## config.mk

```make
export PLATFORM = sky130hd
export DESIGN_NAME = bitmap_run_allocator
export DESIGN_NICKNAME = d
export VERILOG_FILES = /design/src/hw/rtl/bra_pkg.sv /design/src/hw/rtl/bra_cfg_regs.sv /design/src/hw/rtl/bra_map_mem.sv /design/src/hw/rtl/bra_engine.sv /design/src/hw/rtl/bitmap_run_allocator.sv
export SDC_FILE = /design/constraint.sdc
export NUM_CORES = 2
export LEC_CHECK = 0
export ABC_CLOCK_PERIOD_IN_PS = 63100
export BUFFER_PORTS_ARGS = -buffer_cell sky130_fd_sc_hd__buf_2
export CORE_MARGIN = 2
export CORE_UTILIZATION = 56
export CTS_BUF_LIST = sky130_fd_sc_hd__clkbuf_16
export CTS_CLUSTER_DIAMETER = 40
export DETAILED_ROUTE_END_ITERATION = 16
export PLACE_DENSITY = 0.7
export SLEW_MARGIN = 10
export SYNTH_ARGS = -nofsm -noshare
export SYNTH_HDL_FRONTEND = slang
export SYNTH_SLANG_ARGS = --single-unit
```

## constraint.sdc

```tcl
create_clock -name clk -period 63.1 [get_ports clk]
set_input_delay 12.62 -clock clk [delete_from_list [all_inputs] [get_ports clk]]
set_output_delay 12.62 -clock clk [all_outputs]
set_load 0.005 [all_outputs]
```

## src/hw/rtl/bra_pkg.sv

```systemverilog
`default_nettype none

package bra_pkg;

  // default geometry of the map
  localparam int BLOCK_BYTES_DEF = 64;
  localparam int MAP_BLOCKS_DEF  = 8;

  // field widths
  localparam int COUNT_W  = 13;
  localparam int UNIT_W   = 25;
  localparam int BASE_W   = 24;
  localparam int BLK_W    = 4;
  localparam int STATUS_W = 2;
  localparam int DATA_W   = 32;
  localparam int PADDR_W  = 3;

  localparam logic [7:0]       FULL_BYTE  = 8'hFF;
  localparam logic [BLK_W-1:0] BLOCKS_RST = 4'd8;

  typedef enum logic [STATUS_W-1:0] {
    STAT_OK        = 2'd0,
    STAT_NONE_FREE = 2'd1,
    STAT_RANGE     = 2'd2
  } status_t;

  typedef enum logic {
    FUNC_ALLOC = 1'b0,
    FUNC_FREE  = 1'b1
  } func_t;

  typedef enum logic {
    REG_BLOCKS = 1'b0,
    REG_BASE   = 1'b1
  } reg_idx_t;

  typedef enum logic [2:0] {
    S_CLEAR,
    S_IDLE,
    S_ALLOC,
    S_FREE_CHK,
    S_FREE_LEN,
    S_FREE_END,
    S_FREE,
    S_FINISH
  } state_t;

  // configuration as seen by the engine
  typedef struct packed {
    logic [BLK_W-1:0]  blocks;
    logic [BASE_W-1:0] base;
  } cfg_t;

  // number of used bits at the bottom of a byte
  function automatic logic [3:0] trail_ones(input logic [7:0] c);
    logic [3:0] n;
    logic       stop;
    n    = '0;
    stop = 1'b0;
    for (int i = 0; i < 8; i++) begin
      if (!stop && c[i]) begin
        n = n + 4'd1;
      end else begin
        stop = 1'b1;
      end
    end
    return n;
  endfunction

  // length of the free run that starts at bit lo
  function automatic logic [3:0] zero_run(input logic [7:0] c, input logic [3:0] lo);
    logic [3:0] n;
    logic       stop;
    n    = '0;
    stop = 1'b0;
    for (int i = 0; i < 8; i++) begin
      if (4'(i) >= lo) begin
        if (!stop && !c[i]) begin
          n = n + 4'd1;
        end else begin
          stop = 1'b1;
        end
      end
    end
    return n;
  endfunction

  // bits lo .. lo+len-1
  function automatic logic [7:0] run_mask(input logic [3:0] lo, input logic [3:0] len);
    logic [7:0] m;
    logic [4:0] top;
    top = {1'b0, lo} + {1'b0, len};
    for (int i = 0; i < 8; i++) begin
      m[i] = (4'(i) >= lo) && (5'(i) < top);
    end
    return m;
  endfunction

  // bits lo .. hi inclusive
  function automatic logic [7:0] span_mask(input logic [2:0] lo, input logic [2:0] hi);
    logic [7:0] m;
    for (int i = 0; i < 8; i++) begin
      m[i] = (3'(i) >= lo) && (3'(i) <= hi);
    end
    return m;
  endfunction

endpackage

`default_nettype wire

```

## src/hw/rtl/bra_cfg_regs.sv

```systemverilog
`default_nettype none

module bra_cfg_regs
  import bra_pkg::*;
(
  input  wire logic               clk,
  input  wire logic               rst,
  input  wire logic               psel,
  input  wire logic               penable,
  input  wire logic               pwrite,
  input  wire logic [PADDR_W-1:0] paddr,
  input  wire logic [DATA_W-1:0]  pwdata,
  output logic      [DATA_W-1:0]  prdata,
  output logic                    pready,
  output cfg_t                    cfg
);

  reg_idx_t idx;
  logic     wr;

  assign idx    = reg_idx_t'(paddr[2]);
  assign wr     = psel && penable && pwrite && pready;
  assign pready = 1'b1;

  // register writes
  always_ff @(posedge clk) begin
    if (rst) begin
      cfg.blocks <= BLOCKS_RST;
      cfg.base   <= '0;
    end else if (wr) begin
      unique case (idx)
        REG_BLOCKS: cfg.blocks <= pwdata[BLK_W-1:0];
        REG_BASE:   cfg.base   <= pwdata[BASE_W-1:0];
        default:    cfg.base   <= cfg.base;
      endcase
    end
  end

  // read back
  always_comb begin
    unique case (idx)
      REG_BLOCKS: prdata = DATA_W'(cfg.blocks);
      REG_BASE:   prdata = DATA_W'(cfg.base);
      default:    prdata = '0;
    endcase
  end

endmodule

`default_nettype wire

```

## src/hw/rtl/bra_map_mem.sv

```systemverilog
`default_nettype none

module bra_map_mem
  import bra_pkg::*;
#(
  parameter int DEPTH  = BLOCK_BYTES_DEF * MAP_BLOCKS_DEF,
  parameter int ADDR_W = 9
) (
  input  wire logic              clk,
  input  wire logic              rd_en,
  input  wire logic [ADDR_W-1:0] rd_addr,
  output logic      [7:0]        rd_data,
  input  wire logic              wr_en,
  input  wire logic [ADDR_W-1:0] wr_addr,
  input  wire logic [7:0]        wr_data
);

  logic [7:0] mem [DEPTH];

  // one write port, one registered read port
  always_ff @(posedge clk) begin
    if (wr_en) begin
      mem[wr_addr] <= wr_data;
    end
    if (rd_en) begin
      rd_data <= mem[rd_addr];
    end
  end

endmodule

`default_nettype wire

```

## src/hw/rtl/bra_engine.sv

```systemverilog
`default_nettype none

module bra_engine
  import bra_pkg::*;
#(
  parameter int BLOCK_BYTES = BLOCK_BYTES_DEF,
  parameter int MAP_BLOCKS  = MAP_BLOCKS_DEF,
  parameter int ADDR_W      = 9
) (
  input  wire logic                clk,
  input  wire logic                rst,
  input  wire cfg_t                cfg,
  input  wire logic                req_valid,
  output logic                     req_stall,
  input  wire logic                func,
  input  wire logic [COUNT_W-1:0]  unit_count,
  input  wire logic [UNIT_W-1:0]   start_unit,
  output logic                     rsp_valid,
  input  wire logic                rsp_stall,
  output logic      [STATUS_W-1:0] status,
  output logic      [UNIT_W-1:0]   run_start,
  output logic      [COUNT_W-1:0]  granted_count,
  output logic                     rd_en,
  output logic      [ADDR_W-1:0]   rd_addr,
  input  wire logic [7:0]          rd_data,
  output logic                     wr_en,
  output logic      [ADDR_W-1:0]   wr_addr,
  output logic      [7:0]          wr_data
);

  localparam int MAP_BYTES = BLOCK_BYTES * MAP_BLOCKS;
  localparam int NB_W      = $clog2(MAP_BYTES + 1);
  localparam int NBIT_W    = NB_W + 3;
  localparam int BIT_W     = ADDR_W + 3;

  state_t state, state_next;

  func_t              func_q;
  logic [COUNT_W-1:0] count_q;
  logic [UNIT_W-1:0]  start_q;
  logic [NB_W-1:0]    nbytes;
  logic [NB_W-1:0]    issue_cnt;
  logic [ADDR_W-1:0]  exam_idx;
  logic               rd_pend;
  logic               found;
  logic [BIT_W-1:0]   first_idx;
  logic [COUNT_W-1:0] left;
  status_t            status_q;
  logic [COUNT_W-1:0] granted_q;
  logic [BIT_W-1:0]   pos0;
  logic [BIT_W-1:0]   last_pos;

  logic               accept;
  logic               load_rsp;
  logic [31:0]        blocks_eff;
  logic [NB_W-1:0]    nbytes_cfg;
  logic [NBIT_W-1:0]  nbits;
  logic [NB_W-1:0]    last_byte;

  // byte examine results
  logic               a_full;
  logic [3:0]         a_start;
  logic [3:0]         a_zrun;
  logic [3:0]         a_take;
  logic [COUNT_W-1:0] a_left_next;
  logic [7:0]         a_new;
  logic               a_brk;
  logic               a_exhaust;
  logic [2:0]         f_lo;
  logic [2:0]         f_hi;
  logic               f_last;

  // free range check
  logic [UNIT_W:0]    diff;
  logic               out_of_range;
  logic [NBIT_W-1:0]  avail;
  logic               short_map;

  assign accept = req_valid && !req_stall;

  // bytes in use from the block register
  assign blocks_eff = (32'(cfg.blocks) > 32'(MAP_BLOCKS)) ? 32'(MAP_BLOCKS)
                                                          : 32'(cfg.blocks);
  assign nbytes_cfg = NB_W'(blocks_eff * 32'(BLOCK_BYTES));
  assign nbits      = {nbytes, 3'b000};
  assign last_byte  = NB_W'(last_pos[BIT_W-1:3]);

  assign diff         = {1'b0, start_q} - (UNIT_W + 1)'(cfg.base);
  assign out_of_range = diff[UNIT_W] || (diff[UNIT_W-1:0] >= UNIT_W'(nbits));
  assign avail        = nbits - NBIT_W'(pos0);
  assign short_map    = 32'(count_q) > 32'(avail);

  // examine the byte that came back from the map
  always_comb begin
    a_full      = rd_data == FULL_BYTE;
    a_start     = found ? 4'd0 : trail_ones(rd_data);
    a_zrun      = zero_run(rd_data, a_start);
    a_take      = (left < COUNT_W'(a_zrun)) ? left[3:0] : a_zrun;
    a_left_next = left - COUNT_W'(a_take);
    a_new       = rd_data | run_mask(a_start, a_take);
    a_brk       = a_full ? found
                         : ((a_left_next == '0) ||
                            (({1'b0, a_start} + {1'b0, a_take}) < 5'd8));
    a_exhaust   = !rd_pend && (issue_cnt == nbytes);
    f_lo        = (exam_idx == pos0[BIT_W-1:3]) ? pos0[2:0] : 3'd0;
    f_hi        = (exam_idx == last_pos[BIT_W-1:3]) ? last_pos[2:0] : 3'd7;
    f_last      = exam_idx == last_pos[BIT_W-1:3];
  end

  // next state
  always_comb begin
    state_next = state;
    unique case (state)
      S_CLEAR: begin
        if (issue_cnt == NB_W'(MAP_BYTES - 1)) begin
          state_next = S_IDLE;
        end
      end
      S_IDLE: begin
        if (accept) begin
          if (func_t'(func) == FUNC_ALLOC) begin
            state_next = S_ALLOC;
          end else if (unit_count == '0) begin
            state_next = S_FINISH;
          end else begin
            state_next = S_FREE_CHK;
          end
        end
      end
      S_ALLOC: begin
        if ((rd_pend && a_brk) || a_exhaust) begin
          state_next = S_FINISH;
        end
      end
      S_FREE_CHK: state_next = out_of_range ? S_FINISH : S_FREE_LEN;
      S_FREE_LEN: state_next = S_FREE_END;
      S_FREE_END: state_next = S_FREE;
      S_FREE: begin
        if (rd_pend && f_last) begin
          state_next = S_FINISH;
        end
      end
      S_FINISH: begin
        if (load_rsp) begin
          state_next = S_IDLE;
        end
      end
      default: state_next = S_IDLE;
    endcase
  end

  // memory control and handshake outputs
  always_comb begin
    req_stall = state != S_IDLE;
    load_rsp  = (state == S_FINISH) && (!rsp_valid || !rsp_stall);
    rd_en     = 1'b0;
    rd_addr   = issue_cnt[ADDR_W-1:0];
    wr_en     = 1'b0;
    wr_addr   = exam_idx;
    wr_data   = '0;
    unique case (state)
      S_CLEAR: begin
        wr_en   = 1'b1;
        wr_addr = issue_cnt[ADDR_W-1:0];
      end
      S_ALLOC: begin
        rd_en   = issue_cnt < nbytes;
        wr_en   = rd_pend && !a_full;
        wr_data = a_new;
      end
      S_FREE: begin
        rd_en   = issue_cnt <= last_byte;
        wr_en   = rd_pend;
        wr_data = rd_data & ~span_mask(f_lo, f_hi);
      end
      default: begin
        rd_en = 1'b0;
      end
    endcase
  end

  // control registers
  always_ff @(posedge clk) begin
    if (rst) begin
      state     <= S_CLEAR;
      issue_cnt <= '0;
      rd_pend   <= 1'b0;
      rsp_valid <= 1'b0;
    end else begin
      state   <= state_next;
      rd_pend <= rd_en;
      if (state == S_CLEAR || rd_en) begin
        issue_cnt <= issue_cnt + NB_W'(1);
      end else if (accept) begin
        issue_cnt <= '0;
      end else if (state == S_FREE_END) begin
        issue_cnt <= NB_W'(pos0[BIT_W-1:3]);
      end
      if (load_rsp) begin
        rsp_valid <= 1'b1;
      end else if (!rsp_stall) begin
        rsp_valid <= 1'b0;
      end
    end
  end

  // request datapath
  always_ff @(posedge clk) begin
    if (rd_en) begin
      exam_idx <= issue_cnt[ADDR_W-1:0];
    end
    unique case (state)
      S_IDLE: begin
        if (accept) begin
          func_q    <= func_t'(func);
          count_q   <= unit_count;
          start_q   <= start_unit;
          nbytes    <= nbytes_cfg;
          left      <= unit_count;
          found     <= 1'b0;
          status_q  <= STAT_OK;
          granted_q <= '0;
        end
      end
      S_ALLOC: begin
        if (rd_pend && !a_full) begin
          left  <= a_left_next;
          found <= 1'b1;
          if (!found) begin
            first_idx <= {exam_idx, a_start[2:0]};
          end
        end
      end
      S_FREE_CHK: begin
        pos0 <= diff[BIT_W-1:0];
        if (out_of_range) begin
          status_q <= STAT_RANGE;
        end
      end
      S_FREE_LEN: begin
        if (short_map) begin
          status_q  <= STAT_RANGE;
          granted_q <= COUNT_W'(avail);
        end else begin
          granted_q <= count_q;
        end
      end
      S_FREE_END: begin
        last_pos <= pos0 + BIT_W'(granted_q) - BIT_W'(1);
      end
      default: begin
        left <= left;
      end
    endcase
  end

  // result register
  always_ff @(posedge clk) begin
    if (load_rsp) begin
      if (func_q == FUNC_ALLOC) begin
        status        <= found ? STAT_OK : STAT_NONE_FREE;
        run_start     <= found ? (UNIT_W'(first_idx) + UNIT_W'(cfg.base)) : '0;
        granted_count <= found ? (count_q - left) : '0;
      end else begin
        status        <= status_q;
        run_start     <= '0;
        granted_count <= granted_q;
      end
    end
  end

endmodule

`default_nettype wire

```

## src/hw/rtl/bitmap_run_allocator.sv

```systemverilog
// channel   | valid     | stall     | payload
// ----------+-----------+-----------+-------------------------------------
// request   | req_valid | req_stall | func, unit_count, start_unit
// response  | rsp_valid | rsp_stall | status, run_start, granted_count
// config    | psel/penable/pwrite, pready = 1 | paddr, pwdata, prdata
//
// allocate: scans the map one byte per cycle
//   through the single read port of the map memory
// free: reads and rewrites the map bytes touched, same read port
// after reset a clearing pass writes every map byte, one per cycle
//   (BLOCK_BYTES * MAP_BLOCKS bytes, 512 by default); req_stall stays high
// the response register lets a new item in while a result waits on rsp_stall
`default_nettype none

module bitmap_run_allocator
  import bra_pkg::*;
#(
  parameter int BLOCK_BYTES = BLOCK_BYTES_DEF,
  parameter int MAP_BLOCKS  = MAP_BLOCKS_DEF
) (
  input  wire logic                clk,
  input  wire logic                rst,
  input  wire logic                req_valid,
  output logic                     req_stall,
  input  wire logic                func,
  input  wire logic [COUNT_W-1:0]  unit_count,
  input  wire logic [UNIT_W-1:0]   start_unit,
  output logic                     rsp_valid,
  input  wire logic                rsp_stall,
  output logic      [STATUS_W-1:0] status,
  output logic      [UNIT_W-1:0]   run_start,
  output logic      [COUNT_W-1:0]  granted_count,
  input  wire logic                psel,
  input  wire logic                penable,
  input  wire logic                pwrite,
  input  wire logic [PADDR_W-1:0]  paddr,
  input  wire logic [DATA_W-1:0]   pwdata,
  output logic      [DATA_W-1:0]   prdata,
  output logic                     pready
);

  localparam int MAP_BYTES = BLOCK_BYTES * MAP_BLOCKS;
  localparam int ADDR_W    = (MAP_BYTES > 1) ? $clog2(MAP_BYTES) : 1;

  cfg_t              cfg;
  logic              rd_en;
  logic [ADDR_W-1:0] rd_addr;
  logic [7:0]        rd_data;
  logic              wr_en;
  logic [ADDR_W-1:0] wr_addr;
  logic [7:0]        wr_data;

  // register file
  bra_cfg_regs u_cfg (
    .clk     (clk),
    .rst     (rst),
    .psel    (psel),
    .penable (penable),
    .pwrite  (pwrite),
    .paddr   (paddr),
    .pwdata  (pwdata),
    .prdata  (prdata),
    .pready  (pready),
    .cfg     (cfg)
  );

  // usage map storage
  bra_map_mem #(
    .DEPTH  (MAP_BYTES),
    .ADDR_W (ADDR_W)
  ) u_mem (
    .clk     (clk),
    .rd_en   (rd_en),
    .rd_addr (rd_addr),
    .rd_data (rd_data),
    .wr_en   (wr_en),
    .wr_addr (wr_addr),
    .wr_data (wr_data)
  );

  // scan and update sequencer
  bra_engine #(
    .BLOCK_BYTES (BLOCK_BYTES),
    .MAP_BLOCKS  (MAP_BLOCKS),
    .ADDR_W      (ADDR_W)
  ) u_eng (
    .clk           (clk),
    .rst           (rst),
    .cfg           (cfg),
    .req_valid     (req_valid),
    .req_stall     (req_stall),
    .func          (func),
    .unit_count    (unit_count),
    .start_unit    (start_unit),
    .rsp_valid     (rsp_valid),
    .rsp_stall     (rsp_stall),
    .status        (status),
    .run_start     (run_start),
    .granted_count (granted_count),
    .rd_en         (rd_en),
    .rd_addr       (rd_addr),
    .rd_data       (rd_data),
    .wr_en         (wr_en),
    .wr_addr       (wr_addr),
    .wr_data       (wr_data)
  );

`ifndef NO_ASSERTIONS
  // clearing pass blocks requests right after reset
  a_clear_after_reset: assert property (@(posedge clk)
    $past(rst) && !rst |-> req_stall)
    else $error("request port open during clearing pass");

  // one item at a time
  a_busy_after_accept: assert property (@(posedge clk) disable iff (rst)
    req_valid && !req_stall |=> req_stall)
    else $error("request port open right after an accept");

  // a failed search reports no run
  a_none_free_empty: assert property (@(posedge clk) disable iff (rst)
    rsp_valid && status == STAT_NONE_FREE |-> run_start == '0 && granted_count == '0)
    else $error("none-free result carries a run");
`endif

endmodule

`default_nettype wire

```

==> flow_metrics.tcl <==
set metrics [dict create \
    drt-met1-wl_um 157800 \
    synthTopCellsByArea "edfxtp_1, mux4_2, nor2_1" \
    io_pins 156 \
    critical_path.endpoint_type "primary output" \
    synth.most_common_cell "edfxtp_1" \
    core_area_um2 305800 \
    crit_fanout 27 \
    hold_violations 0 \
    start_kind "primary input" \
    drc 0 \
    cp_slowest_stage_delay_ns 0.38 \
    maxSlewViolCount 0 \
    skew_ns 0.06943 \
    grt_antenna_before_repair 14 \
    ys_types 90 \
    maxCapViolCount 0 \
    die_h_um 558.2 \
    vias 83800 \
    crit_buf_inv 2 \
    drive_gt1_share_pct 28.35 \
    async_flop_share_pct 0 \
    ir_worst_vdd_v 0.00002601 \
    worstHoldStart "u_cfg.cfg[11]$_SDFFE_PP0P_" \
    setup_ws_ns 37.04 \
    max_freq_mhz 38.37 \
    start_util_pct 56.25 \
    routedWlPerCell_um 31.43 \
    synth_cells 8038 \
    routed.top_layer "met5" \
    synth_common_cells "edfxtp_1, mux4_2, nor2_1, clkbuf_1, nand2_1" \
    rr_worst_depth 56 \
    whs_endpoint "u_cfg.cfg[11]$_SDFFE_PP0P_" \
    dieArea_um2 311600 \
    dr_wl_met3_um 37560 \
    grt_setup_unrepaired "no" \
    area_delta_synth_final_pct 12.80 \
    synth.top_cell.area_share_pct 74.37 \
    setup_viol 0 \
    place_area_um2 177600 \
    fill_cells 20100 \
    ant_nets 0 \
    hold_path_class "reg -> reg" \
    portBuffers 136 \
    dpl.cell_count 11960 \
    first_pass_iters 8 \
    cts_tree "yes" \
    timing.final.crit_share_pct 41.30 \
    multiInputGateArea_um2 41220 \
    grt_pass1_vias 83270 \
    power_density_nw_per_um2 32.32 \
    ctsResizeCount 0 \
    holdWs_ns 0.5133 \
    yosysSeqAreaShare_pct 74.87 \
    grt_max_degree 248 \
    grt_overflow 0 \
    netlist_area_um2 172000 \
    p_leak_uw 0.05780 \
    vias_per_cell 6.514 \
    dr_wl_met2_um 195500 \
    finalNonFillerCells 12860 \
    drt_iter0_drc 10960 \
    yosysTopAreaCell "edfxtp_1" \
    r2r_end "u_mem.mem[267][2]$_DFFE_PP_" \
    clock_latency_ns 1.02 \
    arrival_ns 13.44 \
    gp_congestion 0.8765 \
    crit_chain "buf_2 > mux2_2 > buf_2" \
    worstMarginPinSlew_ns 1.268 \
    cp_common_cell "buf_2" \
    synth_flop_cell "edfxtp_1" \
    cts-root-buf "clkbuf_16" \
    critPathTopFamily "buffers and inverters" \
    die-width_um 558.2 \
    routed_wirelength_um 404200 \
    cts.path.max_buffers 4 \
    avgSynthCellArea_um2 21.40 \
    cts_hold_buf 0 \
    reg2reg_from "u_mem.rd_data[2]$_DFFE_PP_" \
    final_area_um2 194000 \
    post-place-ws_ns 37.04 \
    cts-buffers-inserted 481 \
    setup_tns_ns 0 \
    gr-usage-all-layers_pct 26.01 \
    fin_crit_ns 26.06 \
    htree_num_levels 5 \
    ys_ff_latch 4303 \
    cts_setup_buffers 0 \
    cp.required_ns 50.48 \
    final_net_count 8561 \
    crit_slowest_cell "mux2_2" \
    clock-sinks 4303 \
    status "complete, no violations" \
    hpwl_um 237000 \
    grt_pass1_wl_um 585900 \
    final-seq-area_um2 128800 \
    worst-r2r-setup-slack_ns 46.90 \
    num_rows 203 \
    clk_pin_slew_ns 0.05 \
    synth_edf_count 4260 \
    ys_warn_count 0 \
    worstSetupPathType "in -> out" \
    min_path_cells 2 \
    slew_headroom_pct 15.44 \
]
-- cells by family (layout without fill, tap and decap cells) --
group           Yosys count  in the layout  synth area share, %
compound gates          378            378                1.416
xor+xnor                 98             98               0.5187
fa+ha+maj               132            132               0.9864
buf+inv                 623           1335                1.400
flops                  4303           4303                74.87
mux                    1398           1398                18.04
other cells               2             15             0.004366
simple gates           1104           1104                2.766
-- worst register-to-register path: cells and delay by family, from the launching register on --
family / cells / cell delay [ns]
xor gates and xnor gates: 1 / 0.31
adders and majority gates: 9 / 2.55
muxes: 3 / 0.69
buffers and inverters: 13 / 5.04
AOI/OAI and AO/OA: 19 / 4.33
DFF: 1 / 0.60
and+or+nand+nor: 11 / 2.30
-- report_power, final --
part	internal, uW	switching [uW]	total, uW
Clock	1650	1170	2820
Combinational	162	187	349
Sequential	3100	5.56	3100
Total	4910	1360	6270
-- sequential cells by signal, indices dropped and copies added, names as in the netlist, 13 cells and up --
register / count
u_eng.left: 13
u_eng.count_q: 13
u_eng.run_start: 25
u_eng.granted_count: 13
u_eng.start_q: 25
u_cfg.cfg: 28
u_mem.mem: 4096
u_eng.granted_q: 13
-- cell usage in the layout (no fill, tap or decap), types with 33 or more instances in the layout --
| master | n |
|---|---|
| edfxtp_1 | 4260 |
| mux4_2 | 1360 |
| nor2_1 | 621 |
| clkbuf_16 | 483 |
| nand2_1 | 220 |
| inv_1 | 216 |
| buf_2 | 136 |
| ha_1 | 126 |
| buf_4 | 119 |
| a21oi_1 | 103 |
| o21ai_0 | 93 |
| clkinv_1 | 74 |
| clkinv_2 | 71 |
| xnor2_1 | 63 |
| bufinv_16 | 58 |
| clkinvlp_4 | 58 |
| nand3_1 | 40 |
| dfxtp_1 | 36 |
| clkinv_4 | 34 |
| nor3_1 | 33 |
| and2_1 | 33 |
| inv_6 | 33 |
-- layer usage --
metal	track usage (%)	up-vias
met1	37.74	44580
met2	40.72	4392
met5	0	-
met3	4.530	704
met4	8.674	8
li1	-	34110
-- stage by stage --
stage          power (uW)  utilization (%)
2_1_floorplan        3394                -
3_3_place_gp         3511            58.09
6_report             6270            63.45
4_1_cts              6298            63.43
5_1_grt              6421            63.44
3_5_place_dp         3513            58.09
-- layout make-up --
class | count | share of cell area [%]
diodes | 6 | 0.007739
clock buffers | 483 | 6.229
clock inverters | 409 | 2.195
inverters | 175 | 0.3450
multi-input cells | 3119 | 21.25
flip-flops and latches | 4303 | 66.39
well taps | 4100 | 2.644
repair buffers | 268 | 0.9447
-- how the worst max path moves through the flow --
stage	startpoint	to	slack, ns	depth (start not counted)
2_1_floorplan	u_mem.rd_data[2]$_DFFE_PP_	u_mem.mem[0][3]$_DFFE_PP_	27.96	54
3_3_place_gp	paddr[2]	prdata[0]	37.08	3
3_5_place_dp	paddr[2]	prdata[0]	37.04	3
4_1_cts	paddr[2]	prdata[0]	37.05	3
5_1_grt	paddr[2]	prdata[1]	36.99	3
6_report	paddr[2]	prdata[0]	37.04	3
Power figures use the tool's default switching activity.
